===== src/hdl/bafrd_pkg.sv =====
package bafrd_pkg;

    // Position width default and the fixed field widths
    localparam int POS_BITS_DEF = 24;
    localparam int NOW_BITS     = 32;
    localparam int ALLOW_BITS   = 31;
    localparam int DIST_BITS    = 24;
    localparam int SPEED_BITS   = 16;
    localparam int STATUS_BITS  = 2;

    localparam logic [DIST_BITS-1:0] DIST_SAT = {DIST_BITS{1'b1}};

    // Shared multiplier operands and square-root unit sizes
    localparam int MUL_BITS  = DIST_BITS;
    localparam int PROD_BITS = 2 * MUL_BITS;
    localparam int RAD_BITS  = PROD_BITS + 2;
    localparam int ROOT_BITS = RAD_BITS / 2;
    localparam int REM_BITS  = ROOT_BITS + 3;

    // Configuration registers
    localparam int CFG_ADDR_BITS = 3;
    localparam int CFG_DATA_BITS = 16;
    localparam int FLOOR_BITS    = 15;
    localparam int CEIL_BITS     = 15;
    localparam int ACCEL_BITS    = 16;
    localparam int TARGET_BITS   = 8;
    localparam int STROKE_BITS   = 16;

    localparam logic [CFG_ADDR_BITS-1:0] CFG_SPEED_FLOOR   = 3'd0;
    localparam logic [CFG_ADDR_BITS-1:0] CFG_SPEED_CEILING = 3'd1;
    localparam logic [CFG_ADDR_BITS-1:0] CFG_ACCEL_LIMIT   = 3'd2;
    localparam logic [CFG_ADDR_BITS-1:0] CFG_CYCLE_TARGET  = 3'd3;
    localparam logic [CFG_ADDR_BITS-1:0] CFG_STROKE_LENGTH = 3'd4;

    localparam logic [FLOOR_BITS-1:0]  FLOOR_RST  = 15'd100;
    localparam logic [CEIL_BITS-1:0]   CEIL_RST   = 15'd500;
    localparam logic [ACCEL_BITS-1:0]  ACCEL_RST  = 16'd2500;
    localparam logic [TARGET_BITS-1:0] TARGET_RST = 8'd3;
    localparam logic [STROKE_BITS-1:0] STROKE_RST = 16'd300;

    typedef enum logic [STATUS_BITS-1:0] {
        STATUS_RUNNING   = 2'd0,
        STATUS_SUCCEEDED = 2'd1,
        STATUS_FAILED    = 2'd2
    } status_t;

    typedef enum logic {
        CMD_START = 1'b0,
        CMD_TICK  = 1'b1
    } command_t;

endpackage


===== src/hdl/bafrd_mul.sv =====
module bafrd_mul (
    input  logic                           aclk,
    input  logic [bafrd_pkg::MUL_BITS-1:0]  mul_a,
    input  logic [bafrd_pkg::MUL_BITS-1:0]  mul_b,
    output logic [bafrd_pkg::PROD_BITS-1:0] mul_p
);
    import bafrd_pkg::*;

    logic [PROD_BITS-1:0] prod_reg;

    // Register the product; the operands are chosen by the sequencer state
    always_ff @(posedge aclk) begin
        prod_reg <= PROD_BITS'(mul_a) * PROD_BITS'(mul_b);
    end

    assign mul_p = prod_reg;

endmodule


===== src/hdl/bafrd_sqrt.sv =====
module bafrd_sqrt (
    input  logic                           aclk,
    input  logic                           aresetn,
    input  logic                           start,
    input  logic [bafrd_pkg::RAD_BITS-1:0]  radicand,
    output logic                           done,
    output logic [bafrd_pkg::ROOT_BITS-1:0] root
);
    import bafrd_pkg::*;

    localparam int CNT_BITS = $clog2(ROOT_BITS + 1);

    logic                 busy_reg, busy_next;
    logic                 done_reg, done_next;
    logic [CNT_BITS-1:0]  cnt_reg, cnt_next;
    logic [RAD_BITS-1:0]  rad_reg, rad_next;
    logic [REM_BITS-1:0]  rem_reg, rem_next;
    logic [ROOT_BITS-1:0] root_reg, root_next;
    logic [REM_BITS-1:0]  rem_sh;
    logic [REM_BITS-1:0]  trial;

    // One result bit per cycle: bring down two radicand bits, try root*4+1
    assign rem_sh = {rem_reg[REM_BITS-3:0], rad_reg[RAD_BITS-1 -: 2]};
    assign trial  = REM_BITS'({root_reg, 2'b01});

    always_comb begin
        busy_next = busy_reg;
        done_next = 1'b0;
        cnt_next  = cnt_reg;
        rad_next  = rad_reg;
        rem_next  = rem_reg;
        root_next = root_reg;
        if (start) begin
            busy_next = 1'b1;
            cnt_next  = CNT_BITS'(ROOT_BITS);
            rad_next  = radicand;
            rem_next  = '0;
            root_next = '0;
        end else if (busy_reg) begin
            rad_next = {rad_reg[RAD_BITS-3:0], 2'b00};
            cnt_next = cnt_reg - 1'b1;
            if (rem_sh >= trial) begin
                rem_next  = rem_sh - trial;
                root_next = {root_reg[ROOT_BITS-2:0], 1'b1};
            end else begin
                rem_next  = rem_sh;
                root_next = {root_reg[ROOT_BITS-2:0], 1'b0};
            end
            if (cnt_reg == CNT_BITS'(1)) begin
                busy_next = 1'b0;
                done_next = 1'b1;
            end
        end
    end

    always_ff @(posedge aclk) begin
        if (!aresetn) begin
            busy_reg <= 1'b0;
            done_reg <= 1'b0;
            cnt_reg  <= '0;
        end else begin
            busy_reg <= busy_next;
            done_reg <= done_next;
            cnt_reg  <= cnt_next;
        end
    end

    always_ff @(posedge aclk) begin
        rad_reg  <= rad_next;
        rem_reg  <= rem_next;
        root_reg <= root_next;
    end

    assign done = done_reg;
    assign root = root_reg;

endmodule


===== src/hdl/back_and_forth_recovery_drive_core.sv =====
// Start beats and ticks that stop, succeed or fail early go from decide straight to emit;
// a full tick gives its result after squaring both offsets and two 25-step square roots
// on the shared root unit (only one when the distance saturates), plus the other states.
// Input is taken only in idle, so a beat is worked on only once the last is in the output
// register; input is taken again once back in idle, even while that result waits.
// Reset (aresetn, synchronous, low): registers to defaults, run state cleared.
module back_and_forth_recovery_drive_core #(
    parameter int POS_BITS = bafrd_pkg::POS_BITS_DEF
) (
    input  logic aclk,
    input  logic aresetn,

    // Configuration write port
    input  logic                                cfg_wr_en,
    input  logic [bafrd_pkg::CFG_ADDR_BITS-1:0] cfg_addr,
    input  logic [bafrd_pkg::CFG_DATA_BITS-1:0] cfg_wdata,

    // Input stream
    input  logic s_axis_tvalid,
    output logic s_axis_tready,
    // tdata, low bit up: pos_x, pos_y, now_ms, allowance_ms, zero pad
    input  logic [((2*POS_BITS + bafrd_pkg::NOW_BITS + bafrd_pkg::ALLOW_BITS + 7) / 8) * 8 - 1:0]
                 s_axis_tdata,
    // tuser, low bit up: command, pose_valid
    input  logic [1:0] s_axis_tuser,

    // Result stream
    output logic m_axis_tvalid,
    input  logic m_axis_tready,
    // tdata, low bit up: speed, travelled
    output logic [bafrd_pkg::SPEED_BITS + bafrd_pkg::DIST_BITS - 1:0] m_axis_tdata,
    // tuser, low bit up: status, drive_valid, stop_drive
    output logic [bafrd_pkg::STATUS_BITS + 1:0] m_axis_tuser
);
    import bafrd_pkg::*;

    localparam int ABS_BITS = POS_BITS + 1;
    localparam int CMP_BITS = (ABS_BITS > DIST_BITS ? ABS_BITS : DIST_BITS) + 1;

    // Sequencer, one-hot
    typedef enum logic [10:0] {
        S_IDLE   = 11'b000_0000_0001,
        S_DECIDE = 11'b000_0000_0010,
        S_SQX    = 11'b000_0000_0100,
        S_SQY    = 11'b000_0000_1000,
        S_SUM    = 11'b000_0001_0000,
        S_ROOT1  = 11'b000_0010_0000,
        S_STROKE = 11'b000_0100_0000,
        S_MUL2   = 11'b000_1000_0000,
        S_RAD2   = 11'b001_0000_0000,
        S_ROOT2  = 11'b010_0000_0000,
        S_EMIT   = 11'b100_0000_0000
    } state_t;

    state_t state_reg, state_next;

    // Configuration registers
    logic [FLOOR_BITS-1:0]  floor_reg, floor_next;
    logic [CEIL_BITS-1:0]   ceil_reg, ceil_next;
    logic [ACCEL_BITS-1:0]  accel_reg, accel_next;
    logic [TARGET_BITS-1:0] target_reg, target_next;
    logic [STROKE_BITS-1:0] stroke_reg, stroke_next;

    // Run state kept between beats
    logic [POS_BITS-1:0]    ref_x_reg, ref_x_next;
    logic [POS_BITS-1:0]    ref_y_reg, ref_y_next;
    logic [TARGET_BITS-1:0] cycles_reg, cycles_next;
    logic                   fwd_reg, fwd_next;
    logic [NOW_BITS-1:0]    deadline_reg, deadline_next;
    logic                   limit_reg, limit_next;

    // Latched input beat
    logic                  cmd_reg, cmd_next;
    logic                  pvalid_reg, pvalid_next;
    logic [POS_BITS-1:0]   px_reg, px_next;
    logic [POS_BITS-1:0]   py_reg, py_next;
    logic [NOW_BITS-1:0]   now_reg, now_next;
    logic [ALLOW_BITS-1:0] allow_reg, allow_next;

    // Working registers
    logic [MUL_BITS-1:0]    ax_reg, ax_next;
    logic [MUL_BITS-1:0]    ay_reg, ay_next;
    logic                   sat_reg, sat_next;
    logic [PROD_BITS-1:0]   sqx_reg, sqx_next;
    logic [DIST_BITS-1:0]   dist_reg, dist_next;
    logic [STROKE_BITS-1:0] remain_reg, remain_next;

    // Pending result and output register
    status_t               res_status_reg, res_status_next;
    logic                  res_drive_reg, res_drive_next;
    logic                  res_stop_reg, res_stop_next;
    logic [SPEED_BITS-1:0] res_speed_reg, res_speed_next;
    logic [DIST_BITS-1:0]  res_trav_reg, res_trav_next;

    logic                  m_valid_reg, m_valid_next;
    status_t               m_status_reg, m_status_next;
    logic                  m_drive_reg, m_drive_next;
    logic                  m_stop_reg, m_stop_next;
    logic [SPEED_BITS-1:0] m_speed_reg, m_speed_next;
    logic [DIST_BITS-1:0]  m_trav_reg, m_trav_next;

    // Shared units
    logic [MUL_BITS-1:0]  mul_a, mul_b;
    logic [PROD_BITS-1:0] mul_p;
    logic                 sq_start;
    logic [RAD_BITS-1:0]  sq_rad;
    logic                 sq_done;
    logic [ROOT_BITS-1:0] sq_root;

    // Combinational helpers
    logic                  s_fire;
    logic signed [ABS_BITS-1:0] dx, dy;
    logic [ABS_BITS-1:0]   abs_x, abs_y;
    logic [CMP_BITS-1:0]   ext_x, ext_y;
    logic [NOW_BITS-1:0]   time_left;
    logic [ROOT_BITS-1:0]  vel;

    bafrd_mul u_mul (
        .aclk  (aclk),
        .mul_a (mul_a),
        .mul_b (mul_b),
        .mul_p (mul_p)
    );

    bafrd_sqrt u_sqrt (
        .aclk     (aclk),
        .aresetn  (aresetn),
        .start    (sq_start),
        .radicand (sq_rad),
        .done     (sq_done),
        .root     (sq_root)
    );

    assign s_axis_tready = (state_reg == S_IDLE);
    assign s_fire        = s_axis_tvalid && s_axis_tready;

    // Signed offsets from the reference, one bit wider than a position
    assign dx    = $signed({px_reg[POS_BITS-1], px_reg}) - $signed({ref_x_reg[POS_BITS-1], ref_x_reg});
    assign dy    = $signed({py_reg[POS_BITS-1], py_reg}) - $signed({ref_y_reg[POS_BITS-1], ref_y_reg});
    assign abs_x = dx[ABS_BITS-1] ? ABS_BITS'(-dx) : ABS_BITS'(dx);
    assign abs_y = dy[ABS_BITS-1] ? ABS_BITS'(-dy) : ABS_BITS'(dy);
    assign ext_x = CMP_BITS'(abs_x);
    assign ext_y = CMP_BITS'(abs_y);

    // Deadline passed when the wrapped time left reads negative
    assign time_left = deadline_reg - now_reg;

    // Clamp the speed root: raise to the floor, then lower to the ceiling
    always_comb begin
        vel = sq_root;
        if (vel < ROOT_BITS'(floor_reg)) begin
            vel = ROOT_BITS'(floor_reg);
        end
        if (vel > ROOT_BITS'(ceil_reg)) begin
            vel = ROOT_BITS'(ceil_reg);
        end
    end

    always_comb begin
        state_next      = state_reg;
        floor_next      = floor_reg;
        ceil_next       = ceil_reg;
        accel_next      = accel_reg;
        target_next     = target_reg;
        stroke_next     = stroke_reg;
        ref_x_next      = ref_x_reg;
        ref_y_next      = ref_y_reg;
        cycles_next     = cycles_reg;
        fwd_next        = fwd_reg;
        deadline_next   = deadline_reg;
        limit_next      = limit_reg;
        cmd_next        = cmd_reg;
        pvalid_next     = pvalid_reg;
        px_next         = px_reg;
        py_next         = py_reg;
        now_next        = now_reg;
        allow_next      = allow_reg;
        ax_next         = ax_reg;
        ay_next         = ay_reg;
        sat_next        = sat_reg;
        sqx_next        = sqx_reg;
        dist_next       = dist_reg;
        remain_next     = remain_reg;
        res_status_next = res_status_reg;
        res_drive_next  = res_drive_reg;
        res_stop_next   = res_stop_reg;
        res_speed_next  = res_speed_reg;
        res_trav_next   = res_trav_reg;
        m_valid_next    = m_valid_reg;
        m_status_next   = m_status_reg;
        m_drive_next    = m_drive_reg;
        m_stop_next     = m_stop_reg;
        m_speed_next    = m_speed_reg;
        m_trav_next     = m_trav_reg;
        mul_a           = ax_reg;
        mul_b           = ax_reg;
        sq_start        = 1'b0;
        sq_rad          = RAD_BITS'(sqx_reg) + RAD_BITS'(mul_p);

        // Drop the output beat once taken
        if (m_valid_reg && m_axis_tready) begin
            m_valid_next = 1'b0;
        end

        if (cfg_wr_en) begin
            unique case (cfg_addr)
                CFG_SPEED_FLOOR:   floor_next  = cfg_wdata[FLOOR_BITS-1:0];
                CFG_SPEED_CEILING: ceil_next   = cfg_wdata[CEIL_BITS-1:0];
                CFG_ACCEL_LIMIT:   accel_next  = cfg_wdata[ACCEL_BITS-1:0];
                CFG_CYCLE_TARGET:  target_next = cfg_wdata[TARGET_BITS-1:0];
                CFG_STROKE_LENGTH: stroke_next = cfg_wdata[STROKE_BITS-1:0];
                default: ;
            endcase
        end

        unique case (state_reg)
            S_IDLE: begin
                if (s_fire) begin
                    cmd_next    = s_axis_tuser[0];
                    pvalid_next = s_axis_tuser[1];
                    px_next     = s_axis_tdata[POS_BITS-1:0];
                    py_next     = s_axis_tdata[2*POS_BITS-1 -: POS_BITS];
                    now_next    = s_axis_tdata[2*POS_BITS + NOW_BITS - 1 -: NOW_BITS];
                    allow_next  = s_axis_tdata[2*POS_BITS + NOW_BITS + ALLOW_BITS - 1 -: ALLOW_BITS];
                    state_next  = S_DECIDE;
                end
            end
            S_DECIDE: begin
                res_status_next = STATUS_RUNNING;
                res_drive_next  = 1'b0;
                res_stop_next   = 1'b0;
                res_speed_next  = '0;
                res_trav_next   = '0;
                state_next      = S_EMIT;
                if (cmd_reg == CMD_START) begin
                    if (!pvalid_reg) begin
                        res_status_next = STATUS_FAILED;
                    end else begin
                        ref_x_next    = px_reg;
                        ref_y_next    = py_reg;
                        cycles_next   = '0;
                        fwd_next      = 1'b0;
                        deadline_next = now_reg + NOW_BITS'(allow_reg);
                        limit_next    = (allow_reg != '0);
                    end
                end else if (limit_reg && time_left[NOW_BITS-1]) begin
                    res_status_next = STATUS_FAILED;
                    res_stop_next   = 1'b1;
                end else if (cycles_reg >= target_reg) begin
                    res_status_next = STATUS_SUCCEEDED;
                    res_stop_next   = 1'b1;
                end else if (!pvalid_reg) begin
                    res_status_next = STATUS_FAILED;
                end else begin
                    // Saturate when either offset leaves the distance range
                    sat_next   = (ext_x > CMP_BITS'(DIST_SAT)) || (ext_y > CMP_BITS'(DIST_SAT));
                    ax_next    = ext_x[MUL_BITS-1:0];
                    ay_next    = ext_y[MUL_BITS-1:0];
                    state_next = S_SQX;
                end
            end
            S_SQX: begin
                mul_a      = ax_reg;
                mul_b      = ax_reg;
                state_next = S_SQY;
            end
            S_SQY: begin
                mul_a      = ay_reg;
                mul_b      = ay_reg;
                sqx_next   = mul_p;
                state_next = S_SUM;
            end
            S_SUM: begin
                if (sat_reg) begin
                    dist_next  = DIST_SAT;
                    state_next = S_STROKE;
                end else begin
                    sq_start   = 1'b1;
                    state_next = S_ROOT1;
                end
            end
            S_ROOT1: begin
                if (sq_done) begin
                    dist_next  = (sq_root > ROOT_BITS'(DIST_SAT)) ? DIST_SAT
                                                                  : sq_root[DIST_BITS-1:0];
                    state_next = S_STROKE;
                end
            end
            S_STROKE: begin
                // Flip at the stroke length; count a cycle on each switch to forward
                if (dist_reg >= DIST_BITS'(stroke_reg)) begin
                    fwd_next    = !fwd_reg;
                    ref_x_next  = px_reg;
                    ref_y_next  = py_reg;
                    remain_next = '0;
                    if (!fwd_reg) begin
                        cycles_next = cycles_reg + 1'b1;
                    end
                end else begin
                    remain_next = stroke_reg - dist_reg[STROKE_BITS-1:0];
                end
                state_next = S_MUL2;
            end
            S_MUL2: begin
                mul_a      = MUL_BITS'(accel_reg);
                mul_b      = MUL_BITS'(remain_reg);
                state_next = S_RAD2;
            end
            S_RAD2: begin
                sq_start   = 1'b1;
                sq_rad     = RAD_BITS'({mul_p, 1'b0});
                state_next = S_ROOT2;
            end
            S_ROOT2: begin
                if (sq_done) begin
                    res_status_next = STATUS_RUNNING;
                    res_drive_next  = 1'b1;
                    res_stop_next   = 1'b0;
                    res_speed_next  = fwd_reg ? vel[SPEED_BITS-1:0] : -vel[SPEED_BITS-1:0];
                    res_trav_next   = dist_reg;
                    state_next      = S_EMIT;
                end
            end
            S_EMIT: begin
                // Hand over once the output register is free or being emptied
                if (!m_valid_reg || m_axis_tready) begin
                    m_valid_next  = 1'b1;
                    m_status_next = res_status_reg;
                    m_drive_next  = res_drive_reg;
                    m_stop_next   = res_stop_reg;
                    m_speed_next  = res_speed_reg;
                    m_trav_next   = res_trav_reg;
                    state_next    = S_IDLE;
                end
            end
            default: state_next = S_IDLE;
        endcase
    end

    // Control, configuration and run state
    always_ff @(posedge aclk) begin
        if (!aresetn) begin
            state_reg    <= S_IDLE;
            m_valid_reg  <= 1'b0;
            floor_reg    <= FLOOR_RST;
            ceil_reg     <= CEIL_RST;
            accel_reg    <= ACCEL_RST;
            target_reg   <= TARGET_RST;
            stroke_reg   <= STROKE_RST;
            ref_x_reg    <= '0;
            ref_y_reg    <= '0;
            cycles_reg   <= '0;
            fwd_reg      <= 1'b0;
            deadline_reg <= '0;
            limit_reg    <= 1'b0;
        end else begin
            state_reg    <= state_next;
            m_valid_reg  <= m_valid_next;
            floor_reg    <= floor_next;
            ceil_reg     <= ceil_next;
            accel_reg    <= accel_next;
            target_reg   <= target_next;
            stroke_reg   <= stroke_next;
            ref_x_reg    <= ref_x_next;
            ref_y_reg    <= ref_y_next;
            cycles_reg   <= cycles_next;
            fwd_reg      <= fwd_next;
            deadline_reg <= deadline_next;
            limit_reg    <= limit_next;
        end
    end

    // Payload, no reset
    always_ff @(posedge aclk) begin
        cmd_reg        <= cmd_next;
        pvalid_reg     <= pvalid_next;
        px_reg         <= px_next;
        py_reg         <= py_next;
        now_reg        <= now_next;
        allow_reg      <= allow_next;
        ax_reg         <= ax_next;
        ay_reg         <= ay_next;
        sat_reg        <= sat_next;
        sqx_reg        <= sqx_next;
        dist_reg       <= dist_next;
        remain_reg     <= remain_next;
        res_status_reg <= res_status_next;
        res_drive_reg  <= res_drive_next;
        res_stop_reg   <= res_stop_next;
        res_speed_reg  <= res_speed_next;
        res_trav_reg   <= res_trav_next;
        m_status_reg   <= m_status_next;
        m_drive_reg    <= m_drive_next;
        m_stop_reg     <= m_stop_next;
        m_speed_reg    <= m_speed_next;
        m_trav_reg     <= m_trav_next;
    end

    assign m_axis_tvalid = m_valid_reg;
    assign m_axis_tdata  = {m_trav_reg, m_speed_reg};
    assign m_axis_tuser  = {m_stop_reg, m_drive_reg, m_status_reg};

endmodule


===== config.mk =====
export PLATFORM = sky130hd
export DESIGN_NAME = back_and_forth_recovery_drive_core
export DESIGN_NICKNAME = d
export VERILOG_FILES = /design/src/hdl/bafrd_pkg.sv /design/src/hdl/bafrd_mul.sv /design/src/hdl/bafrd_sqrt.sv /design/src/hdl/back_and_forth_recovery_drive_core.sv
export SDC_FILE = /design/constraint.sdc
export NUM_CORES = 2
export LEC_CHECK = 0
export ABC_AREA = 0
export BUFFER_PORTS_ARGS = -buffer_cell sky130_fd_sc_hd__buf_4
export CAP_MARGIN = 40
export CORE_UTILIZATION = 65
export CTS_CLUSTER_DIAMETER = 80
export CTS_CLUSTER_SIZE = 40
export DETAILED_ROUTE_END_ITERATION = 6
export GPL_TIMING_DRIVEN = 0
export PLACE_DENSITY = 0.93
export REMOVE_ABC_BUFFERS = 1
export SETUP_SLACK_MARGIN = 0.1
export SYNTH_ARGS = -nofsm -noshare
export SYNTH_HDL_FRONTEND = slang
export SYNTH_SLANG_ARGS = --single-unit

===== constraint.sdc =====
create_clock -name aclk -period 23.7 [get_ports aclk]
set_input_delay 2.37 -clock aclk [delete_from_list [all_inputs] [get_ports aclk]]
set_output_delay 2.37 -clock aclk [all_outputs]
set_load 0.02 [all_outputs]

==> After elaboration in Yosys (flattened, before gate mapping) <==
Index checks and enable logic that the tools add are counted.
{ "word_totals": {"output_inout_bits": 46, "regBits": 666, "wordCells": 194} }
{ "classes": {"add_sub_neg": 12, "reduce_logical": 29, "bitwise_logic": 5, "muxes": 71, "mul": 1, "order_cmp": 8, "eq_ne": 25} }
{ "ops": {"columns": ["cell", "n"], "rows": [
  ["$pmux 24 s2", 6],
  ["$mux 24", 10],
  ["$pmux 11 s11", 1],
  ["$mux 50", 2],
  ["$mux 11", 8],
  ["$gt 25x24->1 const B", 3],
  ["$mux 25", 3],
  ["$neg 25->25", 2],
  ["$sub 24x24->25", 2],
  ["$add 48x48->49", 1],
  ["$mux 49", 1],
  ["$mul 24x24->48", 1],
  ["$mux 16", 3],
  ["$add 32x31->32", 1],
  ["$mux 8", 4],
  ["$pmux 16 s2", 1],
  ["$sub 32x32->32", 1],
  ["$reduce_bool 31->1", 1],
  ["$ge 28x27->1", 1],
  ["$mux 26", 1],
  ["$sub 26x26->26", 1],
  ["$gt 25x15->1", 1],
  ["$lt 25x15->1", 1],
  ["$ge 24x16->1", 1],
  ["41 further kinds", 94]
]} }

==> Depth between registers and ports, before layout <==
{ "logic_depth": {"word_depth": 8, "ltp_mapped": 40} }

==> Cells and area by module <==
A second synthesis with hierarchy kept.
{ "hier_totals": {"cells_unflattened": 5834, "hier_area_um2": 54896.4} }
{ "by_module_without_submodules": {"columns": ["module", "area_per_inst_um2", "instances", "cells_each", "seq_area_each_um2"], "rows": [
  ["back_and_forth_recovery_drive_core", 28960.3, 1, 3026, 13593.0],
  ["bafrd_mul", 20080.5, 1, 2240, 960.9],
  ["bafrd_sqrt", 5855.6, 1, 568, 2662.6]
]} }

==> Worst setup path before layout <==
OpenSTA, ideal clock, no wires.
{ "synth_timing": {"path_kind": "reg-to-reg", "startpoint": "register state_reg[10]", "endpoint": "register u_mul.prod_reg[44], in the netlist u_mul.mul_p[44]", "setup_ns": 0.072, "slack_ns": 13.363, "path_stages_with_launch": 38, "arrival_ns": 10.265, "cell_sequence": "dfxtp_1 -> nor2_1 -> nand2_1 -> nor4_1 -> nand4b_1 -> clkinv_1 -> clkbuf_1 -> buf_1 -> a22oi_1 -> nand2_1 -> clkbuf_1 -> nand2_1 -> fa_1 -> inv_1 -> fa_1 -> inv_1 -> fa_1 -> inv_1 -> [... 2 more ...] -> fa_1 -> inv_1 -> fa_1 -> inv_1 -> fa_1 -> inv_1 -> ha_1 -> a21o_1 -> a21o_1 -> a221oi_1 -> o21ba_2 -> o32ai_1 -> a21boi_0 -> a21oi_1 -> or4_1 -> a31o_2 -> a21oi_1 -> xnor2_1"} }
{ "synth_between": {"elab_chain_len": 3, "elab_cells_between_ends": 5, "cone_classes": "mul (1); eq/ne (2); mux (2)"} }
{ "synth_lines": {"columns": ["item", "line", "source"], "rows": [
  ["from (decl)", "back_and_forth_recovery_drive_core.sv:55", "state_t state_reg, state_next;"],
  ["from (signal assigned)", "back_and_forth_recovery_drive_core.sv:357", "state_reg <= state_next;"],
  ["$eq 11x8->1 or $eq 11x4->1 (tied branches)", "back_and_forth_recovery_drive_core.sv:216", "unique case (state_reg)"],
  ["$pmux 24 s2", "back_and_forth_recovery_drive_core.sv:216", null],
  ["$mul 24x24->48 (*)", "bafrd_mul.sv:13", "prod_reg <= PROD_BITS'(mul_a) * PROD_BITS'(mul_b);"],
  ["to (signal assigned)", "bafrd_mul.sv:13", null],
  ["to (decl)", "bafrd_mul.sv:9", "logic [PROD_BITS-1:0] prod_reg;"]
]} }
Every way passes the cells marked *; elsewhere a longest branch is shown, timed or not.
A chain may end at the register's enable or synchronous reset.

==> Worst setup path in the final report <==
{ "layout_timing": {"startpoint": "register state_reg[6]", "endpoint": "register u_mul.prod_reg[47], in the netlist u_mul.mul_p[47]"} }
The elaborated chain is that of the path after synthesis.

==> results.yml <==
timing:
  slew_headroom_pct: 29.52
  setup_ws_ps: 12230
  fin_skew_ps: 58.55
  final.setup.tns_ps: 0
  fmax_mhz: 87.19
  post-route-period-util_pct: 48.39
  finalSetupViolCount: 0
  rsz0062_at_grt: "no"
  worstMarginPinSlew_ps: 1057
  slew_violations: 0
  post-route-min-period_ps: 11470
  hold_viol: 0
worst_setup_path:
  crit_fanout: 98
  reg2reg_depth: 35
  slowest_delay_ps: 750
  startpoint_type: "register"
  worstPathRequired_ps: 24310
  critical-path-slowest-cell: "clkinv_4"
  cp.arrival_ps: 12080
  crit_type: "reg2reg"
  endpoint_kind: "register"
  crit_top_cell: "fa_1"
pwr:
  ir_drop_mv: 0.1961
  power.density_nw_per_um2: 101.0
  leakagePower_uw: 0.02552
  power.total_uw: 5799
die:
  die-area_um2: 83030
  design.core.area_um2: 80810
  fp.dieH_um: 288.1
  start_util_pct: 65.86
  ios: 184
  rows: 104
  die_w_um: 288.1
finish:
  syn_to_final_growth_pct: 7.887
  final-seq-area_um2: 17220
  drive_above_1_share_pct: 6.390
  instances_no_fill: 6897
  multi_input_area_um2: 31980
  fill_cells: 5435
  largest_reg_flops: 50
  finalNetCount: 6853
  final_util_pct: 71.06
  diodes: 0
yosys:
  synth_edf_count: 388
  syn_area_um2: 53220
  syn-instance-count: 5754
  async_reset_ff_share_pct: 0
  yosysWarnings: 0
  ys_seq_area_share_pct: 32.35
  yosysUniqueCellTypes: 94
  synthFlopType: "edfxtp_1"
  avgSynthCellArea_um2: 9.250
  synth_seq_cells: 666
routing:
  drt_iter0_markers: 4390
  ant_nets: 0
  first_pass_iters: 7
  drc: 40
  drt-total-wl_um: 143500
  wire_per_inst_um: 20.81
  vias: 42803
  via_per_inst: 6.206
grt:
  first_global_vias: 43408
  grt_util_all_layers_pct: 34.53
  grt_max_degree: 99
  antenna_found_initial: 2
  grt_pass1_wl_um: 225000
  overflow: 0
clock_network:
  cts_buffers: 31
  cts_tree: "yes"
  cts_setup_buffers: 0
  clock-sinks: 666
  h-tree-depth: 1
  ctsLongestPathBuffers: 3
  holdBufCountCts: 0
  cts_root_buf: "clkbuf_16"
  clk_pin_slew_ps: 140
  cts-resized-gates: 0
  clk_latency_ps: 710
place:
  gp_congestion: 1.035
  dp.cells: 6837
  place_hpwl_um: 111300
  dp_slack_ps: 12540
  portBuffers: 182
hold_path:
  min_path_type: "reg2reg"
  whs_path_depth: 0
outcome:
  violations: "DRC"
  status: "finished, violations left"
flow_run:
  cap_violations: 0
cell usage after synthesis, types with 60 or more instances:
master | instances | area, um^2
clkbuf_1 | 200 | 750.7
fa_1 | 476 | 9529
xnor2_1 | 159 | 1393
inv_1 | 859 | 3224
dfxtp_1 | 278 | 5565
nor2_1 | 537 | 2016
nand2_1 | 735 | 2759
o21ai_0 | 232 | 1161
edfxtp_1 | 388 | 11650
a21o_1 | 126 | 945.9
a21oi_1 | 346 | 1732
xor2_1 | 76 | 665.6
ha_1 | 427 | 5343
nand3_1 | 112 | 560.5
mux2i_1 | 60 | 600.6
where the power goes:
part           internal, uW  leakage (uW)  total (uW)  switching [uW]
sequential             1370       0.00586        1440            65.0
combinational          1430        0.0191        3620            2190
clock                   293      0.000603         739             445
critical path, delay by kind of cell (launching register included):
family,cells,cell delay (ps)
AOI/OAI and AO/OA,10,2770
xor gates and xnor gates,1,130
adders and majority gates,8,3770
buffers and inverters,9,2310
DFF,1,380
and+or+nand+nor,7,1980
final timing paths:
check	from	end	slack (ps)
max	state_reg[6]$_SDFFE_PN0P_	u_mul.mul_p[47]$_DFF_P_	12230
min	res_trav_reg[21]$_SDFFCE_PN0P_	m_trav_reg[21]$_DFFE_PP_	420
max reg2reg	state_reg[6]$_SDFFE_PN0P_	u_mul.mul_p[47]$_DFF_P_	12230
min reg2reg	res_trav_reg[21]$_SDFFCE_PN0P_	m_trav_reg[21]$_DFFE_PP_	420
metrics by stage:
step,hold slack [ps],area (um^2)
2_1_floorplan,400.3,52350
3_3_place_gp,402.6,55040
3_5_place_dp,404.5,56120
4_1_cts,422.9,57390
5_1_grt,426.0,57420
6_report,420.7,57420
metal layers:
layer / up-vias / wire length, um / part of all wire, % / global-route usage, %
met5: - / 14 / 0.0098 / 0
met4: 2 / 8970 / 6.2 / 18.23
met3: 646 / 15790 / 11 / 8.736
met2: 2548 / 67120 / 47 / 57.29
met1: 20476 / 51630 / 36 / 41.52
li1: 19131 / - / - / -
cell usage in the layout, fill, tap and decap left out, drive strengths merged, types with 18 or more instances in the layout:
cell,netlist,final
o21ai,241,241
a211oi,37,37
edfxtp,388,388
mux2i,60,60
nand2b,37,37
nor3,51,51
a21oi,347,347
o21a,42,42
nor2b,40,40
o31ai,18,18
buf,17,242
clkbuf,201,31
a22oi,32,32
inv,861,880
and2,53,53
nand4,37,37
and3,33,33
a31oi,32,32
nand2,735,735
nand3,112,112
fa,476,476
xor2,76,76
ha,427,427
o21bai,35,35
nor2,538,538
nor4,22,22
xnor2,159,159
a21o,128,128
dfxtp,278,278
o211ai,33,33
cell type report:
type / instances / share of cell area [%]
clock buffer: 31 / 1.351
clock inverter: 27 / 0.8585
inverter: 865 / 5.668
multi-input combinational: 4004 / 55.70
sequential: 666 / 29.99
tap: 1060 / 2.310
timing repair buffer: 244 / 4.125
logic make-up (layout without fill, tap and decap cells):
kind of cell | Yosys count | in the layout | share of synthesized area [%]
buf+inv | 1084 | 1167 | 7.749
compound gates | 1057 | 1057 | 12.48
simple gates | 1743 | 1743 | 14.36
fa+ha+maj | 903 | 903 | 27.94
flops | 666 | 666 | 32.35
xor+xnor | 235 | 235 | 3.867
mux | 66 | 66 | 1.255
Power figures use the tool's default switching activity.
